--- config.mk ---
export PLATFORM = sky130hd
export DESIGN_NAME = pbprc_axis_lane
export DESIGN_NICKNAME = d
export VERILOG_FILES = /design/src/design/pbprc_pkg.sv /design/src/design/pbprc_axis_lane.sv
export SDC_FILE = /design/constraint.sdc
export NUM_CORES = 2
export LEC_CHECK = 0
export ABC_CLOCK_PERIOD_IN_PS = 10500
export BUFFER_PORTS_ARGS = -buffer_cell sky130_fd_sc_hd__buf_2
export CAP_MARGIN = 20
export CORE_ASPECT_RATIO = 1.5
export CORE_UTILIZATION = 65
export CTS_CLUSTER_SIZE = 10
export DETAILED_ROUTE_END_ITERATION = 12
export PLACE_DENSITY = 0.94
export SLEW_MARGIN = 20
export SYNTH_ARGS = -nofsm -noshare
export SYNTH_HDL_FRONTEND = slang
export SYNTH_SLANG_ARGS = --single-unit
--- constraint.sdc ---
create_clock -name clk_i -period 10.5 [get_ports clk_i]
set_input_delay 2.1 -clock clk_i [delete_from_list [all_inputs] [get_ports clk_i]]
set_output_delay 2.1 -clock clk_i [all_outputs]
set_load 0.005 [all_outputs]
--- src/design/pbprc_pkg.sv ---
package pbprc_pkg;

  // Grid and derived widths
  localparam int CoordBits   = 24;
  localparam int HwBits      = CoordBits - 1;
  localparam int DiffBits    = CoordBits + 1;   // c1 - c2
  localparam int WideBits    = CoordBits + 2;   // doubled diff, wrapped diff, lo
  localparam int MagBits     = CoordBits + 1;   // |d| + wsum
  localparam int SqCapLog    = 26;
  localparam int CapLimBits  = SqCapLog + 1;
  localparam int CapBits     = (MagBits > CapLimBits) ? CapLimBits : MagBits;
  localparam int CapCmpBits  = (MagBits > CapLimBits) ? MagBits : CapLimBits;
  localparam int SqBits      = 2 * CapBits;
  localparam int SumBits     = SqBits + 2;
  localparam int SepBits     = 50;
  localparam int ThrCmpBits  = (SumBits > SepBits) ? SumBits : SepBits;
  localparam int ModeBits    = 3;
  localparam int CfgDataBits = SepBits;
  localparam int CfgIdxBits  = 3;
  localparam int NumAxes     = 3;
  localparam int NumStages   = 6;

  // bin_mode bit positions
  localparam int ModeSpi    = 0;
  localparam int ModeSepMin = 1;
  localparam int ModePiMin  = 2;

  // Axis indexes
  localparam int AxisX = 0;
  localparam int AxisY = 1;
  localparam int AxisZ = 2;

  // Pipeline stage indexes
  localparam int StDiff  = 0;
  localparam int StWrap  = 1;
  localparam int StRange = 2;
  localparam int StSq    = 3;
  localparam int StSum   = 4;
  localparam int StOut   = 5;

  typedef logic [1:0] shift_t;
  localparam shift_t SHIFT_NONE = 2'b00;
  localparam shift_t SHIFT_POS  = 2'b01;
  localparam shift_t SHIFT_NEG  = 2'b11;

  typedef enum logic [1:0] {
    CLS_OUTSIDE   = 2'd0,
    CLS_INSIDE    = 2'd1,
    CLS_INTERSECT = 2'd2,
    CLS_WRAP      = 2'd3
  } pair_class_e;

  typedef enum logic [CfgIdxBits-1:0] {
    REG_BOX_X      = 3'd0,
    REG_BOX_Y      = 3'd1,
    REG_BOX_Z      = 3'd2,
    REG_SEP_SQ_MIN = 3'd3,
    REG_SEP_SQ_MAX = 3'd4,
    REG_PI_MIN     = 3'd5,
    REG_PI_MAX     = 3'd6,
    REG_BIN_MODE   = 3'd7
  } cfg_reg_e;

  // Stage enables from the top-level flow control
  typedef struct packed {
    logic [NumStages-1:0] en;
  } pipe_ctrl_t;

  // Range and mode registers seen by the merge stage
  typedef struct packed {
    logic [SepBits-1:0]   sep_sq_min;
    logic [SepBits-1:0]   sep_sq_max;
    logic [CoordBits-1:0] pi_min;
    logic [CoordBits-1:0] pi_max;
    logic [ModeBits-1:0]  bin_mode;
  } range_cfg_t;

  // What one axis lane hands to the merge stage
  typedef struct packed {
    logic [SqBits-1:0]          sq_lo;
    logic [SqBits-1:0]          sq_hi;
    logic signed [WideBits-1:0] lo;
    logic [MagBits-1:0]         hi;
    logic                       wrap;
    shift_t                     shift;
  } lane_res_t;

  // Clamp a distance to 2^26 so its square stays bounded
  function automatic logic [CapBits-1:0] cap_mag(input logic [MagBits-1:0] v);
    logic [CapCmpBits-1:0] v_ext;
    logic [CapCmpBits-1:0] cap;
    v_ext = CapCmpBits'(v);
    cap   = CapCmpBits'(1) << SqCapLog;
    if (v_ext > cap) begin
      return CapBits'(cap);
    end
    return CapBits'(v_ext);
  endfunction

endpackage

--- src/design/pbprc_axis_lane.sv ---
// One axis: periodic wrap of the centre difference, range bounds, squares.
module pbprc_axis_lane (
  input  logic                            clk_i,
  input  pbprc_pkg::pipe_ctrl_t           ctrl_i,
  input  logic [pbprc_pkg::CoordBits-1:0] box_size_i,
  input  logic [pbprc_pkg::CoordBits-1:0] c1_i,
  input  logic [pbprc_pkg::HwBits-1:0]    w1_i,
  input  logic [pbprc_pkg::CoordBits-1:0] c2_i,
  input  logic [pbprc_pkg::HwBits-1:0]    w2_i,
  output pbprc_pkg::lane_res_t            res_o
);
  import pbprc_pkg::*;

  logic signed [DiffBits-1:0] diff_d, diff_q;
  logic [CoordBits-1:0]       wsum_d, wsum_q, wsum2_q;
  logic signed [WideBits-1:0] twice_d, box_s, diff_ext;
  logic signed [WideBits-1:0] wd_d, wd_q;
  shift_t                     shift_d, shift_q, shift3_q;
  logic signed [WideBits-1:0] abs_w;
  logic [MagBits-1:0]         dist_mag;
  logic signed [WideBits-1:0] lo_d, lo_q;
  logic [MagBits-1:0]         hi_d, hi_q;
  logic [MagBits-1:0]         pos_lo;
  logic [CapBits-1:0]         cap_lo, cap_hi;
  lane_res_t                  res_d, res_q;

  // Stage 1: centre difference and half-width sum
  assign diff_d = $signed({1'b0, c1_i}) - $signed({1'b0, c2_i});
  assign wsum_d = {1'b0, w1_i} + {1'b0, w2_i};

  always_ff @(posedge clk_i) begin
    if (ctrl_i.en[StDiff]) begin
      diff_q <= diff_d;
      wsum_q <= wsum_d;
    end
  end

  // Stage 2: wrap across half the box, tests in doubled units
  assign twice_d  = {diff_q, 1'b0};
  assign box_s    = $signed({2'b00, box_size_i});
  assign diff_ext = {diff_q[DiffBits-1], diff_q};

  always_comb begin
    wd_d    = diff_ext;
    shift_d = SHIFT_NONE;
    if (twice_d > box_s) begin
      wd_d    = diff_ext - box_s;
      shift_d = SHIFT_NEG;
    end else if (twice_d < -box_s) begin
      wd_d    = diff_ext + box_s;
      shift_d = SHIFT_POS;
    end
  end

  always_ff @(posedge clk_i) begin
    if (ctrl_i.en[StWrap]) begin
      wd_q    <= wd_d;
      shift_q <= shift_d;
      wsum2_q <= wsum_q;
    end
  end

  // Stage 3: distance and its near and far bounds
  assign abs_w    = wd_q[WideBits-1] ? -wd_q : wd_q;
  assign dist_mag = abs_w[MagBits-1:0];
  assign lo_d     = $signed({1'b0, dist_mag}) - $signed({2'b00, wsum2_q});
  assign hi_d     = dist_mag + {1'b0, wsum2_q};

  always_ff @(posedge clk_i) begin
    if (ctrl_i.en[StRange]) begin
      lo_q     <= lo_d;
      hi_q     <= hi_d;
      shift3_q <= shift_q;
    end
  end

  // Stage 4: clamped squares and the wrap-check flag
  assign pos_lo = (lo_q > 0) ? lo_q[MagBits-1:0] : '0;
  assign cap_lo = cap_mag(pos_lo);
  assign cap_hi = cap_mag(hi_q);

  always_comb begin
    res_d.sq_lo = SqBits'(cap_lo) * SqBits'(cap_lo);
    res_d.sq_hi = SqBits'(cap_hi) * SqBits'(cap_hi);
    res_d.lo    = lo_q;
    res_d.hi    = hi_q;
    res_d.wrap  = {1'b0, hi_q, 1'b0} >= {3'b000, box_size_i};
    res_d.shift = shift3_q;
  end

  always_ff @(posedge clk_i) begin
    if (ctrl_i.en[StSq]) begin
      res_q <= res_d;
    end
  end

  assign res_o = res_q;
endmodule

==> results.md <==
- Outcome: finished, final reports clean
- Highest attainable clock frequency: ~0.1 GHz
- Gr usage total: 0.361
- Io pins: about 280
- CP required: about 11000 ps
- # hold bufs at CTS: 0
- Synth Area per Inst: 9.68 sq um
- Min-delay src: wsum_q[0]
- Largest net degree at the start of global routing: 79
- Clk slew on worst S/H paths: about 60 ps
- Synth Cell Area: between 50000 and 60000 sq um
- Routed len/inst: 21.5 microns
- Top cell type's share of synthesized area: 0.349
- Congestion Overflow GR: 0
- Maximum buffer depth of the clock tree: 3
- CTS root buf: clkbuf_16
- Min Tclk post-route: 9970 ps
- FF-to-FF path depth: 32
- Rel. slew slack: 0.167
- Post-synth top flop: edfxtp_1
- Warnings, synthesis: 0
- Total of max-cap violations: 0
- Cell taking the most area after synthesis: fa_1
- Core area: about 82000 sq um
- Worst Setup SP: lo_q[6]
- Post-synth ARST share: 0
- Initial antenna violation count: 2
- Hold WC Path Type: flop to flop
- Vias: approximately 40000
- Worst Tran Pin Value: about 1200 ps
- CP Capture Type: flop
- Skew-Pair Late Insertion Delay: 640 ps
- Global route hottest layer: met2
- CTS tree: built
- Max incr delay on CP: 570 ps
- Crit path max fanout: 9
- Most frequent cells in the layout: 1392 x inv_1, 938 x fa_1, 580 x ha_1
- Routing usage on met1: 0.385
- FF+latch count, synth: ~300
- PortBufs: around 270
- DRC: 0
- Synth-to-Final Area Change: 6.93%
- Die area: roughly 84000 sq um
- EDFF count, synth: roughly 300
- Met2 Usage GRT: 0.629
- Hold slack final: 419 ps
- Cell mode on critical path: fa_1
- Critical R2R Capture: res_o[149]
- CTS Buf Count: 38
- Setup_tns: 0 ps
- GR Util met3: 0.0750
- Top cells by area, synth: fa_1 35%, edfxtp_1 17%, ha_1 14%
- Distinct cell type count after synthesis: 80
- Final WL: between 100000 and 150000 microns
- DR pass1 iterations: 6
- H-tree Lvls: 2
- Clk_skew: just over 50 ps
- Commonest non-fill, non-tap cell in the layout: inv_1
- Die Wd: 237 microns
- Die Span Y: about 350 microns
- Critical path class: flop to flop
- Crit path to: res_o[149]
- Nets: between 7000 and 8000
- Final Max Slew Viols: 0
- Slowest CP cell: or4_1
- WHS Path Cells: 0
- Reg2reg setup slack: 530 ps
- Vias/cell: around 6
- Vias in the first global route: ~46000
- Final setup viols: 0
- CP Data Arrival Time: around 10000 ps
- Critical path startpoint category: flop
- Final Hold Fails: 0
- Post-DP HPWL: between 100000 and 150000 microns
- Gpl congestion: ~0.98
- Reg-to-Reg Start: lo_q[6]
- Layout cells sized above 1: 0.0765
- Std cell rows: 128
- Final worst-path cycle share: 0.949
- First-pass GRT wire length: ~230000 microns
- Violation count after the first detailed-route iteration: about 3400
- Synthesized instance count: 5552
- Post-route ant nets: 0
- RSZ-0062 raised after global routing: false
- Share of synthesized area occupied by flip-flops and latches: 0.169
- Initial Util: 0.659
- Clock sinks: ~300
-- per-stage QoR --
stage	instances	instance area, sq um	setup WS [ps]	util
after floorplan	5553	53700	1930	-
after global placement	6764	56300	685	0.691
after detailed placement	6764	56300	496	0.691
after CTS	6817	57400	478	0.705
after global routing	6819	57500	171	0.705
final	6819	57500	531	0.705
-- repair_timing --
| action | in CTS | in global routing |
|---|---|---|
| endpoints found under the setup margin | 0 | 1 |
| buffers inserted | 0 | 0 |
| gates resized for setup | 0 | 1 |
-- cells by family (layout without fill, tap and decap cells) --
logic type	Yosys count	in the layout	share of synthesized area
AO/OA/AOI/OAI	728	728	0.0862
XOR/XNOR	233	233	0.0380
adder cells (fa/ha/maj)	1518	1518	0.484
buffers and inverters	1576	1801	0.110
flip-flops	303	303	0.169
multiplexers	5	5	0.000978
other	1	3	0.0000698
AND/OR/NAND/NOR	1188	1188	0.111
-- final cells by class --
class / instances / area [sq um]
repair buffers: 355 / 2000
flip-flops and latches: 303 / 9100
diodes: 1 / 2.50
clock buffers: 41 / 962
fillers: 5423 / 24100
well taps: 1040 / 1300
multi-input cells: 3674 / 38700
inverters: 1393 / 5230
clock inverters: 12 / 128
-- critical path: cells and delay by family, from the launching register on --
family | cells | cell delay, ps
xor gates and xnor gates | 1 | 80
and+or+nand+nor | 4 | 1570
adders and majority gates | 8 | 3840
buffers and inverters | 7 | 750
AOI/OAI and AO/OA | 12 | 2910
DFF | 1 | 550
-- flip-flops by register name, indices dropped and copies added, names as in the netlist --
name,flops
lo_q,26
wd_q,26
wsum_q,24
shift_q,2
diff_q,25
hi_q,24
res_o,150
shift3_q,2
wsum2_q,24
-- synthesized netlist by cell type, drive strengths merged (103+ instances only) --
cell and instances:
clkbuf 173, fa 938, o21ai 133, and2 220, a21o 103, nor2 159, edfxtp 303, a21oi 244
ha 580, xnor2 176, nand2 436, inv 1392
-- layer usage --
| layer | vias up | wire length [microns] |
|---|---|---|
| met2 | 2480 | 73100 |
| met4 | 2 | 12800 |
| li1 | 17800 | - |
| met1 | 20000 | 46600 |
| met3 | 922 | 13800 |
| met5 | - | 8 |
-- how the worst min path moves through the flow --
stage / to / slack (ps)
2_1_floorplan: res_o[0] / 400
3_3_place_gp: wsum2_q[14] / 400
3_5_place_dp: wsum2_q[17] / 410
4_1_cts: wsum2_q[17] / 420
5_1_grt: wsum2_q[0] / 420
6_report: wsum2_q[0] / 420
Power is not shown: default switching activity piles up to over one toggle a cycle in this logic, so the estimate is an artifact.
