--- src/design/pbprc_pkg.sv ---
package pbprc_pkg;

  // Grid and derived widths
  localparam int CoordBits   = 24;
  localparam int HwBits      = CoordBits - 1;
  localparam int DiffBits    = CoordBits + 1;   // c1 - c2
  localparam int WideBits    = CoordBits + 2;   // doubled diff, wrapped diff, lo
  localparam int MagBits     = CoordBits + 1;   // |d| + wsum
  localparam int SqCapLog    = 26;
  localparam int CapLimBits  = SqCapLog + 1;
  localparam int CapBits     = (MagBits > CapLimBits) ? CapLimBits : MagBits;
  localparam int CapCmpBits  = (MagBits > CapLimBits) ? MagBits : CapLimBits;
  localparam int SqBits      = 2 * CapBits;
  localparam int SumBits     = SqBits + 2;
  localparam int SepBits     = 50;
  localparam int ThrCmpBits  = (SumBits > SepBits) ? SumBits : SepBits;
  localparam int ModeBits    = 3;
  localparam int CfgDataBits = SepBits;
  localparam int CfgIdxBits  = 3;
  localparam int NumAxes     = 3;
  localparam int NumStages   = 6;

  // bin_mode bit positions
  localparam int ModeSpi    = 0;
  localparam int ModeSepMin = 1;
  localparam int ModePiMin  = 2;

  // Axis indexes
  localparam int AxisX = 0;
  localparam int AxisY = 1;
  localparam int AxisZ = 2;

  // Pipeline stage indexes
  localparam int StDiff  = 0;
  localparam int StWrap  = 1;
  localparam int StRange = 2;
  localparam int StSq    = 3;
  localparam int StSum   = 4;
  localparam int StOut   = 5;

  typedef logic [1:0] shift_t;
  localparam shift_t SHIFT_NONE = 2'b00;
  localparam shift_t SHIFT_POS  = 2'b01;
  localparam shift_t SHIFT_NEG  = 2'b11;

  typedef enum logic [1:0] {
    CLS_OUTSIDE   = 2'd0,
    CLS_INSIDE    = 2'd1,
    CLS_INTERSECT = 2'd2,
    CLS_WRAP      = 2'd3
  } pair_class_e;

  typedef enum logic [CfgIdxBits-1:0] {
    REG_BOX_X      = 3'd0,
    REG_BOX_Y      = 3'd1,
    REG_BOX_Z      = 3'd2,
    REG_SEP_SQ_MIN = 3'd3,
    REG_SEP_SQ_MAX = 3'd4,
    REG_PI_MIN     = 3'd5,
    REG_PI_MAX     = 3'd6,
    REG_BIN_MODE   = 3'd7
  } cfg_reg_e;

  // Stage enables from the top-level flow control
  typedef struct packed {
    logic [NumStages-1:0] en;
  } pipe_ctrl_t;

  // Range and mode registers seen by the merge stage
  typedef struct packed {
    logic [SepBits-1:0]   sep_sq_min;
    logic [SepBits-1:0]   sep_sq_max;
    logic [CoordBits-1:0] pi_min;
    logic [CoordBits-1:0] pi_max;
    logic [ModeBits-1:0]  bin_mode;
  } range_cfg_t;

  // What one axis lane hands to the merge stage
  typedef struct packed {
    logic [SqBits-1:0]          sq_lo;
    logic [SqBits-1:0]          sq_hi;
    logic signed [WideBits-1:0] lo;
    logic [MagBits-1:0]         hi;
    logic                       wrap;
    shift_t                     shift;
  } lane_res_t;

  // Clamp a distance to 2^26 so its square stays bounded
  function automatic logic [CapBits-1:0] cap_mag(input logic [MagBits-1:0] v);
    logic [CapCmpBits-1:0] v_ext;
    logic [CapCmpBits-1:0] cap;
    v_ext = CapCmpBits'(v);
    cap   = CapCmpBits'(1) << SqCapLog;
    if (v_ext > cap) begin
      return CapBits'(cap);
    end
    return CapBits'(v_ext);
  endfunction

endpackage

--- src/design/pbprc_merge.sv ---
// Combines the three lanes: squared sums, range tests, classification.
module pbprc_merge (
  input  logic                   clk_i,
  input  pbprc_pkg::pipe_ctrl_t  ctrl_i,
  input  pbprc_pkg::range_cfg_t  cfg_i,
  input  pbprc_pkg::lane_res_t   lane_i [pbprc_pkg::NumAxes],
  output pbprc_pkg::pair_class_e pair_class_o,
  output pbprc_pkg::shift_t      shift_o [pbprc_pkg::NumAxes]
);
  import pbprc_pkg::*;

  logic                      spi, pmin_on;
  logic [SumBits-1:0]        smin_d, smin_q, smax_d, smax_q;
  logic [SqBits-1:0]         z_lo, z_hi;
  logic                      pi_early_d, pi_early_q, pi_ok_d, pi_ok_q;
  logic                      wrap_d, wrap_q;
  logic signed [WideBits-1:0] pi_min_s, pi_max_s;
  shift_t                    shift_q [NumAxes];
  logic [ThrCmpBits-1:0]     smin_e, smax_e, thr_min, thr_max;
  logic                      ge_smin_max, lt_smax_min, ge_smin_min, lt_smax_max;
  pair_class_e               straddle, cls_d, cls_q;
  shift_t                    shift_out_q [NumAxes];

  assign spi     = cfg_i.bin_mode[ModeSpi];
  assign pmin_on = cfg_i.bin_mode[ModePiMin];

  // Stage 5: sums of squares (z left out in s-pi mode) and pi tests
  assign z_lo = spi ? '0 : lane_i[AxisZ].sq_lo;
  assign z_hi = spi ? '0 : lane_i[AxisZ].sq_hi;
  assign smin_d = SumBits'(lane_i[AxisX].sq_lo) + SumBits'(lane_i[AxisY].sq_lo)
                + SumBits'(z_lo);
  assign smax_d = SumBits'(lane_i[AxisX].sq_hi) + SumBits'(lane_i[AxisY].sq_hi)
                + SumBits'(z_hi);

  assign pi_min_s = $signed({2'b00, cfg_i.pi_min});
  assign pi_max_s = $signed({2'b00, cfg_i.pi_max});

  always_comb begin
    pi_early_d = spi && ((lane_i[AxisZ].lo >= pi_max_s) ||
                         (pmin_on && (lane_i[AxisZ].hi < {1'b0, cfg_i.pi_min})));
    pi_ok_d    = !spi || ((!pmin_on || (lane_i[AxisZ].lo >= pi_min_s)) &&
                          (lane_i[AxisZ].hi < {1'b0, cfg_i.pi_max}));
    wrap_d     = lane_i[AxisX].wrap || lane_i[AxisY].wrap || lane_i[AxisZ].wrap;
  end

  always_ff @(posedge clk_i) begin
    if (ctrl_i.en[StSum]) begin
      smin_q     <= smin_d;
      smax_q     <= smax_d;
      pi_early_q <= pi_early_d;
      pi_ok_q    <= pi_ok_d;
      wrap_q     <= wrap_d;
      for (int a = 0; a < NumAxes; a++) begin
        shift_q[a] <= lane_i[a].shift;
      end
    end
  end

  // Stage 6: threshold compares and class decision
  assign smin_e  = ThrCmpBits'(smin_q);
  assign smax_e  = ThrCmpBits'(smax_q);
  assign thr_min = ThrCmpBits'(cfg_i.sep_sq_min);
  assign thr_max = ThrCmpBits'(cfg_i.sep_sq_max);

  assign ge_smin_max = smin_e >= thr_max;
  assign lt_smax_min = smax_e < thr_min;
  assign ge_smin_min = smin_e >= thr_min;
  assign lt_smax_max = smax_e < thr_max;
  assign straddle    = wrap_q ? CLS_WRAP : CLS_INTERSECT;

  always_comb begin
    priority if (pi_early_q || ge_smin_max) begin
      cls_d = CLS_OUTSIDE;
    end else if (cfg_i.bin_mode[ModeSepMin]) begin
      priority if (lt_smax_min) begin
        cls_d = CLS_OUTSIDE;
      end else if (ge_smin_min && lt_smax_max && pi_ok_q) begin
        cls_d = CLS_INSIDE;
      end else begin
        cls_d = straddle;
      end
    end else if (lt_smax_max && pi_ok_q) begin
      cls_d = CLS_INSIDE;
    end else begin
      cls_d = straddle;
    end
  end

  // Output register holds while the receiver stalls
  always_ff @(posedge clk_i) begin
    if (ctrl_i.en[StOut]) begin
      cls_q <= cls_d;
      for (int a = 0; a < NumAxes; a++) begin
        shift_out_q[a] <= shift_q[a];
      end
    end
  end

  assign pair_class_o = cls_q;
  assign shift_o      = shift_out_q;
endmodule

--- config.mk ---
export PLATFORM = sky130hd
export DESIGN_NAME = pbprc_merge
export DESIGN_NICKNAME = d
export VERILOG_FILES = /design/src/design/pbprc_pkg.sv /design/src/design/pbprc_merge.sv
export SDC_FILE = /design/constraint.sdc
export NUM_CORES = 1
export LEC_CHECK = 0
export BUFFER_PORTS_ARGS = -buffer_cell sky130_fd_sc_hd__buf_2
export CAP_MARGIN = 15
export CORE_AREA = 4 4 240 242
export CTS_BUF_LIST = sky130_fd_sc_hd__clkbuf_8
export DETAILED_ROUTE_END_ITERATION = 8
export DIE_AREA = 0 0 244 246
export PLACE_DENSITY = 0.66
export SLEW_MARGIN = 20
export SYNTH_ARGS = -nofsm -noshare
export SYNTH_HDL_FRONTEND = slang
export SYNTH_SLANG_ARGS = --single-unit
--- constraint.sdc ---
create_clock -name clk_i -period 6.3 [get_ports clk_i]
set_input_delay 0.945 -clock clk_i [delete_from_list [all_inputs] [get_ports clk_i]]
set_output_delay 0.945 -clock clk_i [all_outputs]
set_load 0.02 [all_outputs]
==> flow_summary.toml, run 1 <==
[run_status]
status = "complete, no violations"

[clock_tree]
post_cts_resize_count = 0
cts_tree = "yes"
cts_num_sinks = 121
clk_latency_ns = 0.46
cts_made_buffers = 17
worst_setup_hold_path_clk_slew_ns = 0.08
cts-hold-fix-buffers = 0
number_of_buffers_added_for_setup_after_cts = 0
ctsRootBufferMaster = "sky130_fd_sc_hd__clkbuf_8"
max-clock-path-buffers = 2
ctsHtreeMaxLevel = 4

[timing]
setup_viol = 0
max_clock_freq_mhz = 199.2
worst_slew_pin_slew_ns = 0.8044
slew_viol_final = 0
finalWorstSetupSlack_ns = 1.279
worst_clock_skew_ns = 0.008996
timing.final.crit_share = 0.7970
rsz0062_at_grt = "no"
period_needed_ns = 5.021
timing.final.hold_violations = 0
worst_slew_margin_rel = 0.4637
fin_tns_setup_ns = 0

[logic_synthesis]
synth_area_leader_cell = "sky130_fd_sc_hd__ha_1"
async_reset_ff_frac = 0
yosys_warnings = 0
post_synth.cell_area_avg_um2 = 9.358
mappedNetlistArea_mm2 = 0.01845
synth.lib_cells_used.distinct = 69
synthesized_netlist_net_count = 3084
synth_edf_count = 121
ys_top_cells_by_area = "sky130_fd_sc_hd__ha_1 (26%), sky130_fd_sc_hd__edfxtp_1 (20%), sky130_fd_sc_hd__fa_1 (11%)"
synth_ff_type = "sky130_fd_sc_hd__edfxtp_1"
synthesis.instances = 1972
post_synthesis_sequential_element_count = 121
netlist.area_leader.share = 0.2644
ys_seq_area_frac = 0.1969

[power]
power-per-cell-area_mw_per_mm2 = 213.1
p_total_mw = 4.761
power.ir.vdd_worst_mv = 0.1267
p_leak_nw = 11.43

[cells_and_area]
syn2layout_area_growth_pct = 21.07
mostFrequentLayoutCell = "sky130_fd_sc_hd__buf_2"
mostFrequentLayoutCells = "sky130_fd_sc_hd__buf_2 (519), sky130_fd_sc_hd__ha_1 (390), sky130_fd_sc_hd__inv_1 (188)"
filler_cell_count_in_the_final_layout = 5543
layout.area.seq_mm2 = 0.003633
number_of_nets_in_the_final_layout = 3593
multi_input_area_mm2 = 0.01396
post_route_cells_drive_above_1_share = 0.2285

[worst_setup_path]
nature_of_the_critical_path_startpoint = "input pin"
setup.worst_path.class = "input pin to flop"
worst_ep_arrival_time_ns = 5.23
path_max_fanout = 43
regToRegSetupSlack_ns = 3.21
timing.critical_path.required_ns = 6.51
endpoint_kind = "flop"

[grt]
grt-ovfl-total = 0
grt_antenna_before_repair = 34
grt_max_degree = 61
wire_length_of_the_first_global_routing_pass_mm = 97.10
via_count_of_the_first_global_routing_pass = 17560
track_usage = 0.2095

[detailed_routing]
avgViaCountPerCell = 5.232
drtIter0Drc = 896
drt_pre_antenna_iters = 5
route.final.wire_length_mm = 64.90
routed-via-count = 17040
post-route-drc-count = 0
detail-route-antenna-nets = 0
routedWlPerCell_um = 19.93

[run]
maxCapViolCount = 0

[placement]
detailedPlacementHpwl_mm = 58.47
globalplace.congestion = 0.9259
port_buffers = 521
setup_slack_at_placement_ns = 0.8547

[floorplan]
design.die.area_mm2 = 0.06002
pin_count = 628
num_rows = 86
die_h_um = 246
dieWidth_um = 244
fp.coreArea_mm2 = 0.05509
effective_utilization_at_floorplan = 0.3350

[min_path]
min_path_type = "flop to flop"
==> area by class of cell <==
cell class / count / share of cell area
Inverter: 188 / 0.03158
Tap cell: 748 / 0.04189
Multi-Input combinational cell: 1628 / 0.6246
Sequential cell: 121 / 0.1626
Clock inverter: 15 / 0.008400
Antenna cell: 14 / 0.001568
Clock buffer: 17 / 0.01047
Timing Repair Buffer: 525 / 0.1188
==> worst paths after layout <==
check,from,endpoint,depth (start not counted)
worst max-delay path,cfg_i[0],smax_e[45]$_DFFE_PP_,16
worst min-delay path,shift_q[0][2]$_DFFE_PP_,shift_o[2]$_DFFE_PP_,0
worst max register to register,smin_e[45]$_DFFE_PP_,pair_class_o[1]$_SDFFCE_PP0P_,8
worst min register to register,shift_q[0][2]$_DFFE_PP_,shift_o[2]$_DFFE_PP_,0
==> metal layers <==
metal	vias to the layer above	global-route usage	part of all wire
met4	34	0.03578	0.016
li1	8281	-	-
met2	587	0.3588	0.47
met3	103	0.06084	0.084
met5	-	0	0.0035
met1	8031	0.2668	0.43
==> sequential cells by signal, indices dropped and copies added, names as in the netlist <==
signal / flops
smax_e: 52
smin_e: 52
shift_o: 6
shift_q: 6
pair_class_o: 2
pi_early_q: 1
pi_ok_q: 1
wrap_q: 1
==> cell families after synthesis <==
family          after synthesis  synth area share
compound gates              550            0.1961
simple gates                500            0.1442
fa+ha+maj                   492            0.3751
buf+inv                     223           0.04685
flops                       121            0.1969
xor+xnor                     86           0.04082
==> synthesized netlist by cell type, types with 26 or more instances <==
cell type                  instances
sky130_fd_sc_hd__edfxtp_1        121
sky130_fd_sc_hd__xnor2_1          58
sky130_fd_sc_hd__nand4_1          64
sky130_fd_sc_hd__o21ai_0          82
sky130_fd_sc_hd__nor2_1           86
sky130_fd_sc_hd__nand3_1          40
sky130_fd_sc_hd__xor2_1           28
sky130_fd_sc_hd__inv_1           188
sky130_fd_sc_hd__nor3_1           26
sky130_fd_sc_hd__clkbuf_1         32
sky130_fd_sc_hd__a21oi_1         157
sky130_fd_sc_hd__nor2b_1         124
sky130_fd_sc_hd__ha_1            390
sky130_fd_sc_hd__fa_1            102
sky130_fd_sc_hd__nand2_1          89
sky130_fd_sc_hd__a21o_1          155
==> power breakdown <==
group          switching (mW)  leakage (nW)  internal, mW
logic                    1.46          10.0          1.19
registers               0.162          1.19          1.19
clock network           0.359         0.216         0.399
==> worst max-delay path: stages <==
cell	delay, ns
sky130_fd_sc_hd__buf_4	0.42
sky130_fd_sc_hd__nor2b_1	0.13
sky130_fd_sc_hd__fa_1	0.47
sky130_fd_sc_hd__ha_1	0.25
sky130_fd_sc_hd__fa_1	0.43
sky130_fd_sc_hd__a211oi_1	0.22
sky130_fd_sc_hd__nor2_1	0.11
sky130_fd_sc_hd__o31ai_1	0.45
sky130_fd_sc_hd__a21oi_1	0.14
sky130_fd_sc_hd__a211oi_1	0.42
sky130_fd_sc_hd__o31ai_1	0.12
sky130_fd_sc_hd__buf_4	0.17
sky130_fd_sc_hd__o21a_1	0.23
sky130_fd_sc_hd__a211oi_1	0.39
sky130_fd_sc_hd__or3_1	0.18
sky130_fd_sc_hd__o2111ai_1	0.10
==> through the flow <==
step                      instances  utilization  instance area, µm²  hold slack, ns
after floorplan                1972            -               18450          0.4003
after global placement         3210       0.3973               21890          0.4008
after detailed placement       3210       0.3973               21890          0.4061
after CTS                      3242       0.4049               22310          0.4265
after global routing           3246       0.4051               22320          0.4310
final                          3256       0.4055               22340          0.4254
Note: power is estimated with default switching activity, not from simulation.
==> run 2, diff against run 1 <==
clock period = 5.1 ns   (was 6.3 ns; I/O delays follow)
==> run 2 against run 1 <==
Die area unchanged. Final area grew 0.35%. Worst hold slack about the same. Clock power increased by 19%. Clock skew about the same. Register-to-register slack got worse by 1.3 ns. Count of clock-buffer cells in the layout is the same. Sequential power increased by 24%. Final cell count grew 0.25%. Largest power group unchanged. Highest routed layer unchanged.
==> flow_summary.toml, run 2 (same netlist as run 1, synthesis figures left out) <==
[clock_tree]
ctsHtreeMaxLevel = 4
max-clock-path-buffers = 2
post_cts_resize_count = 0
cts_made_buffers = 17
worst_setup_hold_path_clk_slew_ns = 0.09
cts_num_sinks = 121
cts_tree = "yes"
ctsRootBufferMaster = "sky130_fd_sc_hd__clkbuf_8"
clk_latency_ns = 0.48
number_of_buffers_added_for_setup_after_cts = 0
cts-hold-fix-buffers = 0

[detailed_routing]
detail-route-antenna-nets = 0
route.final.wire_length_mm = 64.53
drtIter0Drc = 804
drt_pre_antenna_iters = 6
routed-via-count = 16990
routedWlPerCell_um = 19.77
avgViaCountPerCell = 5.206
post-route-drc-count = 0

[worst_setup_path]
regToRegSetupSlack_ns = 1.92
cp_launch_point = "cfg_i[0]"
nature_of_the_critical_path_startpoint = "input pin"
worst_ep_arrival_time_ns = 4.82
timing.critical_path.required_ns = 5.34
endpoint_of_the_worst_slack_reg_to_reg_timing_path = "pair_class_o[1]$_SDFFCE_PP0P_"
r2r.worst_path.cells = 10
setup.worst_path.class = "input pin to flop"
endpoint_kind = "flop"
path_max_fanout = 18
rr_startpoint = "smax_e[37]$_DFFE_PP_"
setup.worst_path.end = "smin_e[44]$_DFFE_PP_"

[timing]
slew_viol_final = 0
period_needed_ns = 4.589
worst_slew_pin_slew_ns = 0.9913
fin_tns_setup_ns = 0
rsz0062_at_grt = "no"
max_clock_freq_mhz = 217.9
finalWorstSetupSlack_ns = 0.5114
worst_clock_skew_ns = 0.008510
setup_viol = 0
worst_slew_margin_rel = 0.3391
timing.final.hold_violations = 0
timing.final.crit_share = 0.8997

[cells_and_area]
mostFrequentLayoutCells = "sky130_fd_sc_hd__buf_2 (519), sky130_fd_sc_hd__ha_1 (390), sky130_fd_sc_hd__inv_1 (188)"
post_route_cells_drive_above_1_share = 0.2329
mostFrequentLayoutCell = "sky130_fd_sc_hd__buf_2"
number_of_nets_in_the_final_layout = 3607
syn2layout_area_growth_pct = 21.50
filler_cell_count_in_the_final_layout = 5576

[power]
power.ir.vdd_worst_mv = 0.1729
p_leak_nw = 11.48
internal-power_mw = 3.417
switchingPower_mw = 2.467
power-per-cell-area_mw_per_mm2 = 262.4
power.share.switching = 0.4193
power.clock.fraction = 0.153
share_seq_of_total_power = 0.284
p_comb_frac = 0.564

[floorplan]
effective_utilization_at_floorplan = 0.3350
pin_count = 628
fp.coreArea_mm2 = 0.05509
dieWidth_um = 244
design.die.area_mm2 = 0.06002
die_h_um = 246
num_rows = 86

[grt]
via_count_of_the_first_global_routing_pass = 17300
grt_antenna_before_repair = 36
grt_max_degree = 73
wire_length_of_the_first_global_routing_pass_mm = 96.48
grt-ovfl-total = 0
track_usage = 0.2089

[run_status]
status = "complete, no violations"

[placement]
port_buffers = 521
globalplace.congestion = 0.9058
setup_slack_at_placement_ns = 0.02658
detailedPlacementHpwl_mm = 58.15

[min_path]
min_path_type = "flop to flop"

[run]
maxCapViolCount = 0
==> run 2: changes by cell type in the layout (fill, tap and decap cells not counted), sizes merged <==
cell,change
bufinv,-1
clkinv,-2
diode,-6
inv,+1
clkinvlp,+2
buf,+14
==> run 2: metal layers <==
| metal | global-route usage | vias up | part of all wire |
|---|---|---|---|
| met5 | 0 | - | 0.0043 |
| met3 | 0.06585 | 79 | 0.086 |
| met1 | 0.2637 | 7964 | 0.43 |
| met2 | 0.3598 | 602 | 0.47 |
| met4 | 0.02937 | 42 | 0.011 |
| li1 | - | 8304 | - |
==> run 2: cell type report <==
cell class | instances | area, µm² | share of cell area
Inverter | 188 | 705.7 | 0.03147
Antenna cell | 8 | 20.02 | 0.0008929
Sequential cell | 121 | 3633 | 0.1621
Tap cell | 748 | 935.9 | 0.04174
Multi-Input combinational cell | 1628 | 13960 | 0.6224
Clock inverter | 15 | 163.9 | 0.007310
Timing Repair Buffer | 539 | 2773 | 0.1237
Clock buffer | 17 | 234.0 | 0.01044
==> run 2: critical path, stage by stage <==
cell and delay (ns):
sky130_fd_sc_hd__buf_4 0.28, sky130_fd_sc_hd__nor2b_1 0.11, sky130_fd_sc_hd__fa_1 0.44, sky130_fd_sc_hd__ha_1 0.38, sky130_fd_sc_hd__a211oi_1 0.29, sky130_fd_sc_hd__nor2_1 0.10, sky130_fd_sc_hd__o311a_1 0.37, sky130_fd_sc_hd__o311ai_1 0.42
sky130_fd_sc_hd__a211oi_1 0.18, sky130_fd_sc_hd__or4_4 0.58, sky130_fd_sc_hd__a41o_1 0.29, sky130_fd_sc_hd__a211oi_1 0.32, sky130_fd_sc_hd__o21ai_0 0.15, sky130_fd_sc_hd__xor2_1 0.16
==> run 2: stage by stage <==
stage          total power [mW]  cell area (µm²)  hold WS (ns)  utilization  cells
2_1_floorplan             3.882            18450        0.4003            -   1972
3_3_place_gp              4.909            22000        0.4003       0.3994   3224
3_5_place_dp              5.007            22000        0.4056       0.3994   3224
4_1_cts                   5.948            22400        0.4058       0.4066   3256
5_1_grt                   6.433            22410        0.4037       0.4067   3258
6_report                  5.884            22420        0.4250       0.4070   3264
==> run 2: power groups by stage <==
stage	Combinational, mW	Sequential (mW)	Clock [mW]
final	3.32	1.67	0.899
after CTS	3.33	1.68	0.937
after global placement	3.21	1.70	0
after detailed placement	3.30	1.70	0
after floorplan	2.29	1.59	0
after global routing	3.75	1.70	0.983
==> run 2: worst min path at each step <==
stage                             from                 endpoint  slack [ns]  cells past startpoint
5_1_grt                    lane_i[154]  shift_q[0][2]$_DFFE_PP_        0.40                      1
3_3_place_gp   shift_q[0][2]$_DFFE_PP_     shift_o[2]$_DFFE_PP_        0.40                      0
2_1_floorplan  shift_q[0][4]$_DFFE_PP_     shift_o[0]$_DFFE_PP_        0.40                      0
4_1_cts                    lane_i[154]  shift_q[0][2]$_DFFE_PP_        0.41                      1
3_5_place_dp   shift_q[0][5]$_DFFE_PP_     shift_o[1]$_DFFE_PP_        0.41                      0
6_report       shift_q[0][5]$_DFFE_PP_     shift_o[1]$_DFFE_PP_        0.43                      0
==> run 3, diff against run 2 <==
CORE_AREA = 4 4 242 244   (was 4 4 240 242)
DIE_AREA = 0 0 246 248   (was 0 0 244 246)
PLACE_DENSITY = 0.65   (was 0.66)
==> run 3 against run 2 <==
Global-route usage is 0.24 points lower. Clock skew is 0.0021 ns lower. Die area is 1.6% higher. Count of clock-buffer cells in the layout stayed put. Maximum frequency is 1.5% lower. Worst setup slack worse by 0.068 ns. Core utilization is 0.81 points lower. Worst hold slack worse by 0.0015 ns. Combinational power hardly changed. Wire length is 0.77% higher.
==> flow_summary.toml, run 3 (same netlist as run 1, synthesis figures left out) <==
[grt]
grt_antenna_before_repair = 30
via_count_of_the_first_global_routing_pass = 17250
track_usage = 0.2065
wire_length_of_the_first_global_routing_pass_mm = 96.50
grt_max_degree = 43
grt-ovfl-total = 0

[placement]
globalplace.congestion = 0.9459
detailedPlacementHpwl_mm = 58.39
port_buffers = 521
numPlacedInstances = 3236

[timing]
timing.final.crit_share = 0.9130
rsz0062_at_grt = "no"
setup_viol = 0
fin_tns_setup_ns = 0
worst_slew_pin_slew_ns = 0.6523
period_needed_ns = 4.657
slew_viol_final = 0
max_clock_freq_mhz = 214.8
worst_slew_margin_rel = 0.5611
worst_clock_skew_ns = 0.006377
timing.final.hold_violations = 0

[clock_tree]
cts_made_buffers = 17
cts_num_sinks = 121
post_cts_resize_count = 0
cts_tree = "yes"
ctsRootBufferMaster = "sky130_fd_sc_hd__clkbuf_8"
max-clock-path-buffers = 2
cts-hold-fix-buffers = 0
worst_setup_hold_path_clk_slew_ns = 0.08
ctsHtreeMaxLevel = 4
number_of_buffers_added_for_setup_after_cts = 0
clk_latency_ns = 0.48

[cells_and_area]
mostFrequentLayoutCell = "sky130_fd_sc_hd__buf_2"
mostFrequentLayoutCells = "sky130_fd_sc_hd__buf_2 (519), sky130_fd_sc_hd__ha_1 (390), sky130_fd_sc_hd__inv_1 (188)"
finish.cell_count_without_fillers = 3278
post_route_cells_drive_above_1_share = 0.2325
number_of_nets_in_the_final_layout = 3611
syn2layout_area_growth_pct = 21.66

[run_status]
status = "complete, no violations"

[detailed_routing]
route.final.wire_length_mm = 65.03
post-route-drc-count = 0
avgViaCountPerCell = 5.172
routedWlPerCell_um = 19.84
detail-route-antenna-nets = 0
drtIter0Drc = 869
drt_pre_antenna_iters = 6
routed-via-count = 16960

[worst_setup_path]
max_stage_delay_ns = 0.49
timing.critical_path.required_ns = 5.32
critical_path.cell_chain = "buf_4, buf_12, nor2b_1, fa_1, fa_1, a211oi_1, nor2_1, o31ai_1, a21oi_1, a211oi_1, o31ai_1, o21a_1, a211oi_1, or3_1, o2111ai_1"
timing.critical_path.mode_cell = "sky130_fd_sc_hd__a211oi_1"
path_depth = 15
nature_of_the_critical_path_startpoint = "input pin"
rr_startpoint = "smax_e[33]$_DFFE_PP_"
path_max_fanout = 26
critical_path.n_buffers_inverters = 2
worst_ep_arrival_time_ns = 4.87
endpoint_kind = "flop"
crit_slowest_cell = "sky130_fd_sc_hd__fa_1"
setup.worst_path.class = "input pin to flop"
r2r.worst_path.cells = 10
regToRegSetupSlack_ns = 2.03
cpLargestDelayFamily = "compound AO/OA/AOI/OAI gates"
endpoint_of_the_worst_slack_reg_to_reg_timing_path = "pair_class_o[1]$_SDFFCE_PP0P_"

[min_path]
worstHoldStart = "shift_q[0][4]$_DFFE_PP_"
min_path_cells = 0
min_path_type = "flop to flop"
hold-path-endpoint = "shift_o[0]$_DFFE_PP_"

[floorplan]
effective_utilization_at_floorplan = 0.3279
design.die.area_mm2 = 0.06101
fp.coreArea_mm2 = 0.05628
pin_count = 628
num_rows = 87
dieWidth_um = 246
die_h_um = 248

[power]
power.ir.vdd_worst_mv = 0.1750
internal-power_mw = 3.409
p_comb_frac = 0.567
switchingPower_mw = 2.464
share_seq_of_total_power = 0.285
power.clock.fraction = 0.148
p_leak_nw = 11.49
power.share.switching = 0.4196
power-per-cell-area_mw_per_mm2 = 261.6

[run]
maxCapViolCount = 0
run 3: how the worst max path moves through the flow:
stage	from	endpoint
4_1_cts	cfg_i[0]	smax_e[45]$_DFFE_PP_
5_1_grt	cfg_i[0]	smax_e[45]$_DFFE_PP_
6_report	cfg_i[0]	smax_e[45]$_DFFE_PP_
2_1_floorplan	cfg_i[0]	smin_e[42]$_DFFE_PP_
3_5_place_dp	cfg_i[0]	smax_e[45]$_DFFE_PP_
3_3_place_gp	cfg_i[0]	smax_e[45]$_DFFE_PP_
run 3: worst reg2reg max path, cell delays in order, from the launching register on:
cell and delay [ns]:
sky130_fd_sc_hd__edfxtp_1 0.45, sky130_fd_sc_hd__ha_1 0.33, sky130_fd_sc_hd__nand4_1 0.11, sky130_fd_sc_hd__nor4_1 0.56, sky130_fd_sc_hd__and2_1 0.27, sky130_fd_sc_hd__nand2_1 0.10
sky130_fd_sc_hd__o41ai_1 0.37, sky130_fd_sc_hd__a21oi_1 0.14, sky130_fd_sc_hd__nand4_1 0.12, sky130_fd_sc_hd__o211ai_1 0.12, sky130_fd_sc_hd__nor3_1 0.30
run 3: routing by layer:
metal	vias up	routed length (µm)	track usage
met3	84	5498	0.05445
met2	570	30800	0.3567
met4	42	582	0.02236
met5	-	281	0
met1	7945	27870	0.2692
li1	8314	-	-
run 3: cell type report:
cell class / instances / area [µm²]
fill: 5728 / 33830
multi-input combinational: 1628 / 13960
sequential: 121 / 3633
timing repair buffer: 543 / 2803
tap: 756 / 945.9
inverter: 188 / 705.7
clock buffer: 17 / 234.0
clock inverter: 15 / 147.6
antenna: 10 / 25.02
run 3: power groups by stage:
stage,Sequential [mW],Combinational (mW),Clock [mW]
3_5_place_dp,1.70,3.32,0
3_3_place_gp,1.70,3.22,0
6_report,1.67,3.33,0.871
5_1_grt,1.70,3.78,0.954
4_1_cts,1.68,3.34,0.910
2_1_floorplan,1.59,2.29,0
run 3: per-stage QoR:
stage / utilization / power (mW) / hold slack, ns / cell area [µm²] / worst slack (ns)
floorplan: - / 3.882 / 0.4003 / 18450 / 0.4381
global placement: 0.3917 / 4.924 / 0.4016 / 22040 / 0.07551
detailed placement: 0.3917 / 5.023 / 0.4061 / 22040 / 0.02265
CTS: 0.3985 / 5.935 / 0.4085 / 22430 / 0.5135
global route: 0.3985 / 6.436 / 0.4030 / 22430 / 0.2494
finish: 0.3989 / 5.873 / 0.4236 / 22450 / 0.4435
